### src/hw/rtl/tdda_pkg.sv
// ----------------------------------------------------------------------------
// tdda_pkg
// Shared types and constants for the table driven automaton acceptor.
// ----------------------------------------------------------------------------
package tdda_pkg;

  // Lanes, one per possible start state
  localparam int STATE_COUNT_MAX = 16;
  // Entries in the transition list
  localparam int TABLE_DEPTH     = 128;

  localparam int STATE_W = 4;
  localparam int SYM_W   = 8;
  localparam int ENTRY_W = 2 * STATE_W + SYM_W;
  localparam int NUM_W   = 5;
  localparam int CFG_W   = 16;
  localparam int CIDX_W  = 2;
  localparam int MASK_W  = 16;
  localparam int ECNT_W  = 8;
  localparam int COUNT_W = $clog2(TABLE_DEPTH + 1);
  localparam int ADDR_W  = (TABLE_DEPTH > 1) ? $clog2(TABLE_DEPTH) : 1;

  typedef enum logic [1:0] {
    FUNC_LOAD   = 2'd0,
    FUNC_CLEAR  = 2'd1,
    FUNC_BEGIN  = 2'd2,
    FUNC_SYMBOL = 2'd3
  } func_t;

  typedef enum logic [CIDX_W-1:0] {
    CFG_NUM_STATES  = 2'd0,
    CFG_START_STATE = 2'd1,
    CFG_FINAL_MASK  = 2'd2,
    CFG_UNUSED      = 2'd3
  } cfg_idx_t;

  // Controller to datapath
  typedef struct packed {
    logic take;      // latch the accepted beat
    logic exec;      // apply load / clear / begin, or arm a scan
    logic scan_rd;   // read list entry at the scan pointer
    logic finish;    // kill lanes that found no match
    logic load_out;  // capture the report into the output register
  } tdda_cmd_t;

  // Datapath to controller
  typedef struct packed {
    func_t func;
    logic  count_zero;
    logic  scan_last;
  } tdda_stat_t;

endpackage

### src/hw/rtl/tdda_dpath.sv
// ----------------------------------------------------------------------------
// tdda_dpath
// Transition list memory, lane registers, config registers and result beat.
// ----------------------------------------------------------------------------
module tdda_dpath (
  input  logic                                   clk,
  input  logic                                   rst,
  input  tdda_pkg::tdda_cmd_t                    cmd,
  output tdda_pkg::tdda_stat_t                   stat,
  input  logic [1:0]                             in_func,
  input  logic [tdda_pkg::STATE_W-1:0]           in_from,
  input  logic [tdda_pkg::SYM_W-1:0]             in_sym,
  input  logic [tdda_pkg::STATE_W-1:0]           in_to,
  input  logic                                   cfg_we,
  input  logic [tdda_pkg::CIDX_W-1:0]            cfg_index,
  input  logic [tdda_pkg::CFG_W-1:0]             cfg_data,
  output logic                                   out_status,
  output logic                                   out_accepted,
  output logic [tdda_pkg::MASK_W-1:0]            out_reach,
  output logic [tdda_pkg::ECNT_W-1:0]            out_count
);

  localparam int LANES = tdda_pkg::STATE_COUNT_MAX;

  // config registers
  logic [tdda_pkg::NUM_W-1:0]   num_states;
  logic [tdda_pkg::STATE_W-1:0] start_state;
  logic [tdda_pkg::MASK_W-1:0]  final_mask;

  // latched item
  tdda_pkg::func_t              func_r;
  logic [tdda_pkg::STATE_W-1:0] from_r;
  logic [tdda_pkg::SYM_W-1:0]   sym_r;
  logic [tdda_pkg::STATE_W-1:0] to_r;

  logic [tdda_pkg::ENTRY_W-1:0] mem [tdda_pkg::TABLE_DEPTH];
  logic [tdda_pkg::ENTRY_W-1:0] rd_data;
  logic                         rd_vld;
  logic [tdda_pkg::COUNT_W-1:0] count;
  logic [tdda_pkg::COUNT_W-1:0] ptr;
  logic                         status_r;

  logic [tdda_pkg::STATE_W-1:0] lane_state [LANES];
  logic [LANES-1:0]             alive;
  logic [LANES-1:0]             hit;

  logic [LANES-1:0]             lane_mask;
  logic [tdda_pkg::MASK_W-1:0]  reach;
  logic                         full;

  assign full = (count == tdda_pkg::COUNT_W'(tdda_pkg::TABLE_DEPTH));

  assign stat.func       = func_r;
  assign stat.count_zero = (count == '0);
  assign stat.scan_last  = ((ptr + tdda_pkg::COUNT_W'(1)) == count);

  always_ff @(posedge clk) begin
    if (rst) begin
      num_states  <= tdda_pkg::NUM_W'(16);
      start_state <= '0;
      final_mask  <= '0;
    end else if (cfg_we) begin
      unique case (tdda_pkg::cfg_idx_t'(cfg_index))
        tdda_pkg::CFG_NUM_STATES:  num_states  <= cfg_data[tdda_pkg::NUM_W-1:0];
        tdda_pkg::CFG_START_STATE: start_state <= cfg_data[tdda_pkg::STATE_W-1:0];
        tdda_pkg::CFG_FINAL_MASK:  final_mask  <= cfg_data[tdda_pkg::MASK_W-1:0];
        default: ;
      endcase
    end
  end

  always_ff @(posedge clk) begin
    if (cmd.take) begin
      func_r <= tdda_pkg::func_t'(in_func);
      from_r <= in_from;
      sym_r  <= in_sym;
      to_r   <= in_to;
    end
  end

  // list memory: one write port at the fill count, one registered read port
  always_ff @(posedge clk) begin
    if (cmd.exec && func_r == tdda_pkg::FUNC_LOAD && !full) begin
      mem[count[tdda_pkg::ADDR_W-1:0]] <= {from_r, sym_r, to_r};
    end
    if (cmd.scan_rd) begin
      rd_data <= mem[ptr[tdda_pkg::ADDR_W-1:0]];
    end
  end

  always_ff @(posedge clk) begin
    if (rst) begin
      count    <= '0;
      ptr      <= '0;
      rd_vld   <= 1'b0;
      status_r <= 1'b0;
    end else begin
      rd_vld <= cmd.scan_rd;
      if (cmd.scan_rd) begin
        ptr <= ptr + tdda_pkg::COUNT_W'(1);
      end
      if (cmd.exec) begin
        ptr      <= '0;
        status_r <= (func_r == tdda_pkg::FUNC_LOAD) && full;
        if (func_r == tdda_pkg::FUNC_LOAD && !full) begin
          count <= count + tdda_pkg::COUNT_W'(1);
        end else if (func_r == tdda_pkg::FUNC_CLEAR) begin
          count <= '0;
        end
      end
    end
  end

  // lanes: every alive lane without a hit yet compares against the entry
  always_ff @(posedge clk) begin
    if (rst) begin
      for (int i = 0; i < LANES; i++) begin
        lane_state[i] <= '0;
      end
      alive <= '0;
      hit   <= '0;
    end else if (cmd.exec && func_r == tdda_pkg::FUNC_BEGIN) begin
      for (int i = 0; i < LANES; i++) begin
        lane_state[i] <= tdda_pkg::STATE_W'(i);
        alive[i]      <= (i < int'(num_states));
      end
      hit <= '0;
    end else if (cmd.exec && func_r == tdda_pkg::FUNC_SYMBOL) begin
      hit <= '0;
    end else if (cmd.finish) begin
      alive <= alive & hit;
    end else if (rd_vld) begin
      for (int i = 0; i < LANES; i++) begin
        if (alive[i] && !hit[i]
            && rd_data[tdda_pkg::ENTRY_W-1 -: tdda_pkg::STATE_W] == lane_state[i]
            && rd_data[tdda_pkg::STATE_W +: tdda_pkg::SYM_W] == sym_r) begin
          lane_state[i] <= rd_data[tdda_pkg::STATE_W-1:0];
          hit[i]        <= 1'b1;
        end
      end
    end
  end

  always_comb begin
    for (int i = 0; i < LANES; i++) begin
      lane_mask[i] = alive[i] && (i < int'(num_states)) && final_mask[lane_state[i]];
    end
  end

  assign reach = tdda_pkg::MASK_W'(lane_mask);

  always_ff @(posedge clk) begin
    if (cmd.load_out) begin
      out_status   <= status_r;
      out_accepted <= reach[start_state];
      out_reach    <= reach;
      out_count    <= tdda_pkg::ECNT_W'(count);
    end
  end

`ifndef NO_ASSERTIONS
  a_count_bound: assert property (@(posedge clk) disable iff (rst)
    count <= tdda_pkg::COUNT_W'(tdda_pkg::TABLE_DEPTH))
    else $error("fill count beyond list depth");

  a_hit_alive: assert property (@(posedge clk) disable iff (rst)
    (hit & ~alive) == '0)
    else $error("hit recorded on a dead lane");
`endif

endmodule

### src/hw/rtl/tdda_ctrl.sv
// ----------------------------------------------------------------------------
// tdda_ctrl
// Item sequencer: accept, execute, list scan, lane retire, result hand-off.
// ----------------------------------------------------------------------------
module tdda_ctrl (
  input  logic                 clk,
  input  logic                 rst,
  input  logic                 in_valid,
  output logic                 in_ready,
  output logic                 out_valid,
  input  logic                 out_ready,
  input  tdda_pkg::tdda_stat_t stat,
  output tdda_pkg::tdda_cmd_t  cmd
);

  typedef enum logic [5:0] {
    ST_IDLE   = 6'b000001,
    ST_EXEC   = 6'b000010,
    ST_SCAN   = 6'b000100,
    ST_DRAIN  = 6'b001000,
    ST_FINISH = 6'b010000,
    ST_RESULT = 6'b100000
  } state_t;

  state_t state, state_next;
  logic   out_free;

  assign out_free = !out_valid || out_ready;
  assign in_ready = (state == ST_IDLE);

  always_comb begin
    state_next   = state;
    cmd          = '0;
    unique case (state)
      ST_IDLE: begin
        if (in_valid) begin
          cmd.take   = 1'b1;
          state_next = ST_EXEC;
        end
      end
      ST_EXEC: begin
        cmd.exec = 1'b1;
        if (stat.func == tdda_pkg::FUNC_SYMBOL) begin
          state_next = stat.count_zero ? ST_FINISH : ST_SCAN;
        end else begin
          state_next = ST_RESULT;
        end
      end
      ST_SCAN: begin
        cmd.scan_rd = 1'b1;
        if (stat.scan_last) begin
          state_next = ST_DRAIN;
        end
      end
      ST_DRAIN: begin
        state_next = ST_FINISH;
      end
      ST_FINISH: begin
        cmd.finish = 1'b1;
        state_next = ST_RESULT;
      end
      ST_RESULT: begin
        if (out_free) begin
          cmd.load_out = 1'b1;
          state_next   = ST_IDLE;
        end
      end
      default: state_next = ST_IDLE;
    endcase
  end

  always_ff @(posedge clk) begin
    if (rst) begin
      state     <= ST_IDLE;
      out_valid <= 1'b0;
    end else begin
      state <= state_next;
      if (cmd.load_out) begin
        out_valid <= 1'b1;
      end else if (out_ready) begin
        out_valid <= 1'b0;
      end
    end
  end

`ifndef NO_ASSERTIONS
  a_take_exec: assert property (@(posedge clk) disable iff (rst)
    cmd.take |=> state == ST_EXEC)
    else $error("accepted beat not executed");

  a_load_free: assert property (@(posedge clk) disable iff (rst)
    cmd.load_out |-> (!out_valid || out_ready))
    else $error("result register overwritten");
`endif

endmodule

### src/hw/rtl/table_driven_dfa_acceptor.sv
// ----------------------------------------------------------------------------
// table_driven_dfa_acceptor
// Programmable deterministic automaton with one lane per start state.
//
// Each input beat returns exactly one result beat. Load, clear and begin-word
// beats go from execute straight to the result state. A symbol beat scans the
// stored transition list once through the single read port of the list
// memory, one entry per cycle, all lanes matching in parallel, then waits for
// the last read and retires lanes with no match; an empty list skips the scan.
// One beat is in work at a time; a new beat is taken once the previous result
// is in the output register, even while that result still waits downstream.
// Config writes are taken on any cycle but must only be issued while the block
// is idle. The list memory has no reset; only entries below the fill count are
// ever read.
// ----------------------------------------------------------------------------
module table_driven_dfa_acceptor (
  input  logic                              clk,
  input  logic                              rst,
  // slave side
  input  logic                              s_tvalid,
  output logic                              s_tready,
  input  logic [15:0]                       s_tdata,  // src_state[3:0], symbol_code[11:4],
                                                      // to_state[15:12]
  input  logic [1:0]                        s_tuser,  // func[1:0]
  // master side
  output logic                              m_tvalid,
  input  logic                              m_tready,
  output logic [31:0]                       m_tdata,  // accepted[0], reach_mask[16:1],
                                                      // entry_count[24:17], zero[31:25]
  output logic [0:0]                        m_tuser,  // status[0]
  // config write port
  input  logic                              cfg_we,
  input  logic [tdda_pkg::CIDX_W-1:0]       cfg_index,
  input  logic [tdda_pkg::CFG_W-1:0]        cfg_data
);

  tdda_pkg::tdda_cmd_t  cmd;
  tdda_pkg::tdda_stat_t stat;

  logic                          out_status;
  logic                          out_accepted;
  logic [tdda_pkg::MASK_W-1:0]   out_reach;
  logic [tdda_pkg::ECNT_W-1:0]   out_count;

  // sequencer: owns the handshakes and steps the datapath
  tdda_ctrl u_ctrl (
    .clk       (clk),
    .rst       (rst),
    .in_valid  (s_tvalid),
    .in_ready  (s_tready),
    .out_valid (m_tvalid),
    .out_ready (m_tready),
    .stat      (stat),
    .cmd       (cmd)
  );

  // list memory, lanes, config and the result register
  tdda_dpath u_dpath (
    .clk          (clk),
    .rst          (rst),
    .cmd          (cmd),
    .stat         (stat),
    .in_func      (s_tuser),
    .in_from      (s_tdata[3:0]),
    .in_sym       (s_tdata[11:4]),
    .in_to        (s_tdata[15:12]),
    .cfg_we       (cfg_we),
    .cfg_index    (cfg_index),
    .cfg_data     (cfg_data),
    .out_status   (out_status),
    .out_accepted (out_accepted),
    .out_reach    (out_reach),
    .out_count    (out_count)
  );

  assign m_tdata = {7'd0, out_count, out_reach, out_accepted};
  assign m_tuser = out_status;

endmodule
### config.mk
export PLATFORM = sky130hd
export DESIGN_NAME = table_driven_dfa_acceptor
export DESIGN_NICKNAME = d
export VERILOG_FILES = /design/src/hw/rtl/tdda_pkg.sv /design/src/hw/rtl/tdda_dpath.sv /design/src/hw/rtl/tdda_ctrl.sv /design/src/hw/rtl/table_driven_dfa_acceptor.sv
export SDC_FILE = /design/constraint.sdc
export NUM_CORES = 2
export LEC_CHECK = 0
export BUFFER_PORTS_ARGS = -buffer_cell sky130_fd_sc_hd__buf_2
export CELL_PAD_IN_SITES_DETAIL_PLACEMENT = 2
export CELL_PAD_IN_SITES_GLOBAL_PLACEMENT = 2
export CORE_MARGIN = 10
export CORE_UTILIZATION = 51
export DETAILED_ROUTE_END_ITERATION = 6
export PLACE_DENSITY = 0.83
export SLEW_MARGIN = 20
export SYNTH_ARGS = -nofsm -noshare
export SYNTH_HDL_FRONTEND = slang
export SYNTH_SLANG_ARGS = --single-unit
### constraint.sdc
create_clock -name clk -period 4.7 [get_ports clk]
set_input_delay 0.47 -clock clk [delete_from_list [all_inputs] [get_ports clk]]
set_output_delay 0.47 -clock clk [all_outputs]
set_load 0.05 [all_outputs]
* Word level (Yosys, flattened, before mapping)
Memory sizes are Yosys's and may differ from the RTL's. A register that Yosys moved wholly into a read port is not among the register bits. Index checks and enable logic that the tools add are counted.
Storage, ports and cells: memories 2, bits in registers 126, logic and storage cells 479, bits in writable memories 2112, output and inout port bits 35, input bits 41
Memories:
- u_dpath.mem | depth 128, width 16, rd ports 1, clocked after memory_dff 1, wr ports 1, RTL line tdda_dpath.sv:36 | logic [tdda_pkg::ENTRY_W-1:0] mem [tdda_pkg::TABLE_DEPTH];
- u_dpath.lane_state | depth 16, width 4, rd ports 16, clocked after memory_dff 0, wr ports 16, RTL line tdda_dpath.sv:43 | logic [tdda_pkg::STATE_W-1:0] lane_state [LANES];
Cells by class: bitwise logic cells 34, equality and inequality tests 34, magnitude comparators 33, multiplexer cells 205, add/sub/neg operators 2, reductions and logical operators 135
Operators with widths (count):
- 1-bit 2-to-1 mux | 145
- 4-bit 2-to-1 mux | 32
- 1-bit logical AND | 86
- 4-bit by 5-bit < comparator with 1-bit output (second input constant) | 17
- 1-bit binary-select mux with 4-bit select | 17
- 4-bit == test | 16
- 3-bit AND reduction | 17
- 16-bit 2-to-1 mux | 3
- 4-bit by 5-bit < comparator with 1-bit output (first input constant) | 8
- 6-bit case mux with 6 select lines | 1
- 1-bit OR | 32
- 6-bit 2-to-1 mux | 4
- 3-bit by 5-bit < comparator with 1-bit output (first input constant) | 4
- 1-bit logical NOT | 18
- 8-bit by 1-bit adder with 8-bit output (second input constant) | 2
- 16-bit bitwise AND | 1
- 8-bit == test | 2
- 8-bit 2-to-1 mux | 2
- 1-bit by 5-bit < comparator with 1-bit output (first input constant) | 2
- 2-bit by 5-bit < comparator with 1-bit output (first input constant) | 2
- 2-bit AND reduction | 5
- 8-bit == test (second input constant) | 1
- 8-bit logical NOT | 1
- 2-bit == test (second input constant) | 3
- 16 further kinds | 22

* Logic depth before layout (Yosys ltp)
depth in word-level cells 12, depth in mapped cells 12, gate-level depth less buffers 9

* By module
From an unflattened synthesis, not the netlist that was laid out.
Unflattened totals: cell total of the unflattened synthesis 4255, area total of the unflattened synthesis 89624.7 µm²
By module, submodules not included:
- tdda_dpath | seq. area each 66684.0 µm², area an instance 89128.0 µm², times used 1, cells each 4195
- tdda_ctrl | seq. area each 140.1 µm², area an instance 432.9 µm², times used 1, cells each 51
- table_driven_dfa_acceptor | seq. area each 0.0 µm², area an instance 63.8 µm², times used 1, cells each 9

* Least setup slack after synthesis
OpenSTA, ideal clock, no wires.
kind register to register, from register u_dpath.sym_r[1] in the netlist's numbering, to memory u_dpath.lane_state[0][10] in the netlist's numbering, enable pin, data required time 4339 ps, stages on the path, launching flop included 7, slack 1008 ps, arrival time 3330 ps, library setup time 361 ps, period minus slack after synthesis 3692 ps, cells stage by stage edfxtp_1 -> xnor2_1 -> nand3_1 -> nor4b_2 -> nand2_1 -> clkbuf_1 -> o21ai_0
RTL lines:
- from (decl) | RTL line tdda_dpath.sv:33 | logic [tdda_pkg::SYM_W-1:0] sym_r;
- from (signal assigned) | RTL line tdda_dpath.sv:76 | sym_r <= in_sym;
- to (decl) | RTL line tdda_dpath.sv:43

* Final worst setup path
from register u_dpath.count[0] in the netlist's numbering, to memory u_dpath.mem[100][7] in the netlist's numbering, enable pin
On the way: longest elaborated chain between the ends 5
Ends and longest elaborated chain:
- from (decl) | RTL line tdda_dpath.sv:39 | logic [tdda_pkg::COUNT_W-1:0] count;
- from (signal assigned) | RTL line tdda_dpath.sv:106 | count <= count + tdda_pkg::COUNT_W'(1);
- 8-bit == test | RTL line tdda_dpath.sv:51 | assign full = (count == tdda_pkg::COUNT_W'(tdda_pkg::TABLE_DEPTH));
- 1-bit logical NOT | RTL line tdda_dpath.sv:83 | if (cmd.exec && func_r == tdda_pkg::FUNC_LOAD && !full) begin
- 1-bit logical AND | RTL line tdda_dpath.sv:83
- 1-bit 2-to-1 mux | RTL line tdda_dpath.sv:83
- 1-bit 2-to-1 mux (implied by the code) | RTL line tdda_dpath.sv:84 | mem[count[tdda_pkg::ADDR_W-1:0]] <= {from_r, sym_r, to_r};
- to (decl) | RTL line tdda_dpath.sv:36
Several ways; a longest one is shown, not always the timed one.

==> impl_results.md <==
* Share of async-settable or async-resettable flops after synthesis at 0
* Most frequently used flop master after synthesis: edfxtp_1
* Part of the Yosys area used for sequential elements at 0.744
* Critical path type: reg -> reg
* Antenna Violating Nets Remaining at 0
* Most used standard cell by instance count after synthesis: edfxtp_1
* Min-Delay Path Class: in -> reg
* Shortest clock period the worst path allows after layout at 4.58 ns
* Cell type contributing the most total cell area after synthesis: edfxtp_1
* Fillers at 13800
* Buffers added on ports at 68
* Synth-to-Final Area Change at 13.7%
* Portion of the clock cycle consumed by the worst path in the final layout at 0.974
* Min-delay src: rst
* Ranking of synthesized cells by instance count: edfxtp_1, mux4_2, nor2_1, mux2i_1, clkbuf_1
* Worst slew margin at 0.179
* Setup violations, final at 0
* Post-Route Skew at 0.0464 ns
* Total congestion overflow at 0
* I/O pin cnt at 76
* Average cell area after synthesis at 21.1 um^2
* Number of global-route vias before repair at 53600
* Beginning of the worst register-to-register path: u_dpath.count[0]
* FP Rows at 153
* Worst Max-Slew Pin Slew at 1.23 ns
* Pins Over Slew Limit at 0
* Ratio of total power to cell area at 419 mW/mm^2
* Launch point of the worst path: u_dpath.count[0]
* Number of clock sinks at 2254
* Post-route DRC at 0
* Number of warnings reported in the yosys synthesis log at 0
* Clk pin slew, worst setup/hold paths at 0.07 ns
* Setup slack after placement at 0.441 ns
* Fraction of synthesized cell area taken by the top area cell type at 0.725
* Clk buf depth at 3
* Net count reported at finish at 4654
* Global placer's final weighted congestion at 0.862
* All-layer global routing usage at 0.373
* Post-Route Setup TNS at 0 ns
* Fin worst setup slack at 0.122 ns
* Cts bufs inserted at 228
* Starting density of the core at 0.515
* Kind of capture point of the worst setup path: register
* Setup repair after global routing missed its margin: false
* Largest net degree at the start of global routing at 129
* Clock latency at the later pin of the worst-skew pair at 0.90 ns
* First-pass GRT wire length at 498 mm
* Initial DRC Count at 9622
* Post-DR vias/cell at 7.46
* Max FO, Critical Path at 11
* Total wire length after detailed routing at 363 mm
* Number of max-capacitance violations reported at 0
* Element type at the critical path start: register
* Flop and latch count out of synthesis at 2254
* Maximum clock rate at 218 MHz
* Height of the die at 440 um
* Width of the chip at 440 um
* Signal arrival time at the worst endpoint at 5.13 ns
* Final hold vios at 0
* Number of distinct library cell variants in the gate-level netlist after synthesis at 63
* IR Drop Worst-Case VDD at 0.328 mV
* Main area contributors after synthesis: edfxtp_1, mux4_2, dfxtp_1, mux2i_1, nor2_1
* Count of TritonRoute iterations in the first routing pass at 6
* Leakage power summed over all cells at 31.5 nW
* Critical path cell sequence: inv_1, ha_1, nor2b_1, nand4_1, nand2_1, nor2_1, nand3_1, buf_4, nor2_1, buf_4
* Antenna violations before repair at 33
* Worst path required time at 5.25 ns
* Die ar. at 0.193 mm^2
* Post-synthesis instance total at 4258
* Share of post-route cells with drive strength above 1 at 0.285
* Max stage delay cell, worst path: dfxtp_1
* Clock tree from TritonCTS: yes
* Critical path's largest stage delay at 0.66 ns
* Netlist area before placement at 0.0898 mm^2
* Area of the core region at 0.174 mm^2
* Post-DP HPWL at 205 mm
* Root buffer cell: clkbuf_16
* Post-synth EDFFs at 2168
* Total number of vias at 53200
* Run status: finished clean
* Routed length per instance at 50.8 um
* Number of levels the H-tree was split into at 4
==> placed cells by master, fill, tap and decap left out, drive strengths merged, types with 14 or more instances in the layout <==
cell / n
inv: 17
nor2: 236
a211oi: 30
a22oi: 18
o21ai: 16
nor3: 18
o211ai: 18
nor4b: 15
edfxtp: 2168
buf: 353
dlygate4sd3: 35
bufinv: 20
nand3b: 14
and3: 16
a31oi: 16
nand2b: 15
mux2i: 152
clkbuf: 298
nand3: 34
a21oi: 83
nand2: 120
xor2: 36
nor2b: 35
dfxtp: 86
xnor2: 54
mux4: 662
clkinv: 106
==> power by group <==
group	internal [W]	total [W]	switching, W
Combinational	0.000212	0.00127	0.00106
Clock	0.0104	0.0191	0.00868
Sequential	0.0223	0.0225	0.000147
Total	0.0329	0.0428	0.00989
==> repair_timing <==
| action | in CTS | in global routing |
|---|---|---|
| hold buffers | 35 | 0 |
| setup buffers | 0 | 0 |
| resized for setup | 0 | 1 |
| endpoints found under the setup margin | 0 | 12 |
| hold endpoints to repair | 42 | 0 |
==> layer usage <==
layer | vias to the layer above | wire [um] | global-route usage
met5 | - | 180 | 0
met4 | 30 | 22600 | 0.180
met3 | 1160 | 37700 | 0.0775
met2 | 4889 | 171000 | 0.590
met1 | 28700 | 131000 | 0.498
li1 | 18400 | - | -
==> stage by stage <==
stage | total power [W] | cells | util | hold WS [ns] | cell area, um^2
after detailed placement | 0.0241 | 6666 | 0.540 | 0.431 | 94200
after global routing | 0.0436 | 7133 | 0.585 | 0.0422 | 102000
final | 0.0428 | 7137 | 0.585 | 0.0329 | 102000
after floorplan | 0.0234 | 4264 | - | 0.403 | 89800
after CTS | 0.0428 | 7129 | 0.585 | 0.00748 | 102000
after global placement | 0.0238 | 6665 | 0.540 | 0.430 | 94200
==> critical path, delay by kind of cell, from the launching register on <==
kind / cells / cell delay, ns
fa+ha+maj: 1 / 0.28
buf+inv: 3 / 1.03
simple gates: 6 / 2.23
flops: 1 / 0.66
==> sequential cells by signal, indices dropped and copies added (netlist names), 4 cells and up <==
signal	cells
u_dpath.from_r	4
u_dpath.count	8
u_dpath.ptr	8
u_dpath.rd_data	16
u_dpath.out_reach	16
u_dpath.hit	16
u_dpath.start_state	4
u_dpath.out_count	8
u_dpath.to_r	4
u_dpath.lane_state	64
u_dpath.final_mask	16
u_dpath.mem	2048
u_dpath.alive	16
u_ctrl.state	6
u_dpath.num_states	5
u_dpath.sym_r	8
==> cells by family (layout without fill, tap and decap cells) <==
logic type / Yosys count / after routing / synth area share
AND/OR/NAND/NOR: 557 / 557 / 0.0295
flip-flops: 2254 / 2254 / 0.744
AO/OA/AOI/OAI: 248 / 248 / 0.0184
multiplexers: 817 / 817 / 0.183
buffers and inverters: 288 / 832 / 0.0152
XOR/XNOR: 90 / 90 / 0.00878
adder cells (fa/ha/maj): 3 / 3 / 0.000418
other: 1 / 11 / 0.0000418
==> final timing paths <==
check	to	slack (ns)	cells past startpoint
worst max-delay path	u_dpath.mem[100][7]	0.12	10
worst min-delay path	u_dpath.start_state[3]	0.03	2
worst max register to register	u_dpath.mem[100][7]	0.12	10
worst min register to register	u_dpath.out_status	0.47	0
==> final cells by class <==
type                            count  area, um^2  area share
Inverter                           16        65.1    0.000637
Clock buffer                      298        6250      0.0612
Antenna cell                        4        10.0   0.0000980
Tap cell                         2325        2910      0.0285
Timing Repair Buffer              388        3250      0.0319
Sequential cell                  2254       66800       0.655
Multi-Input combinational cell   1722       21700       0.212
Clock inverter                    130        1110      0.0108
Power figures use the tool's default switching activity.
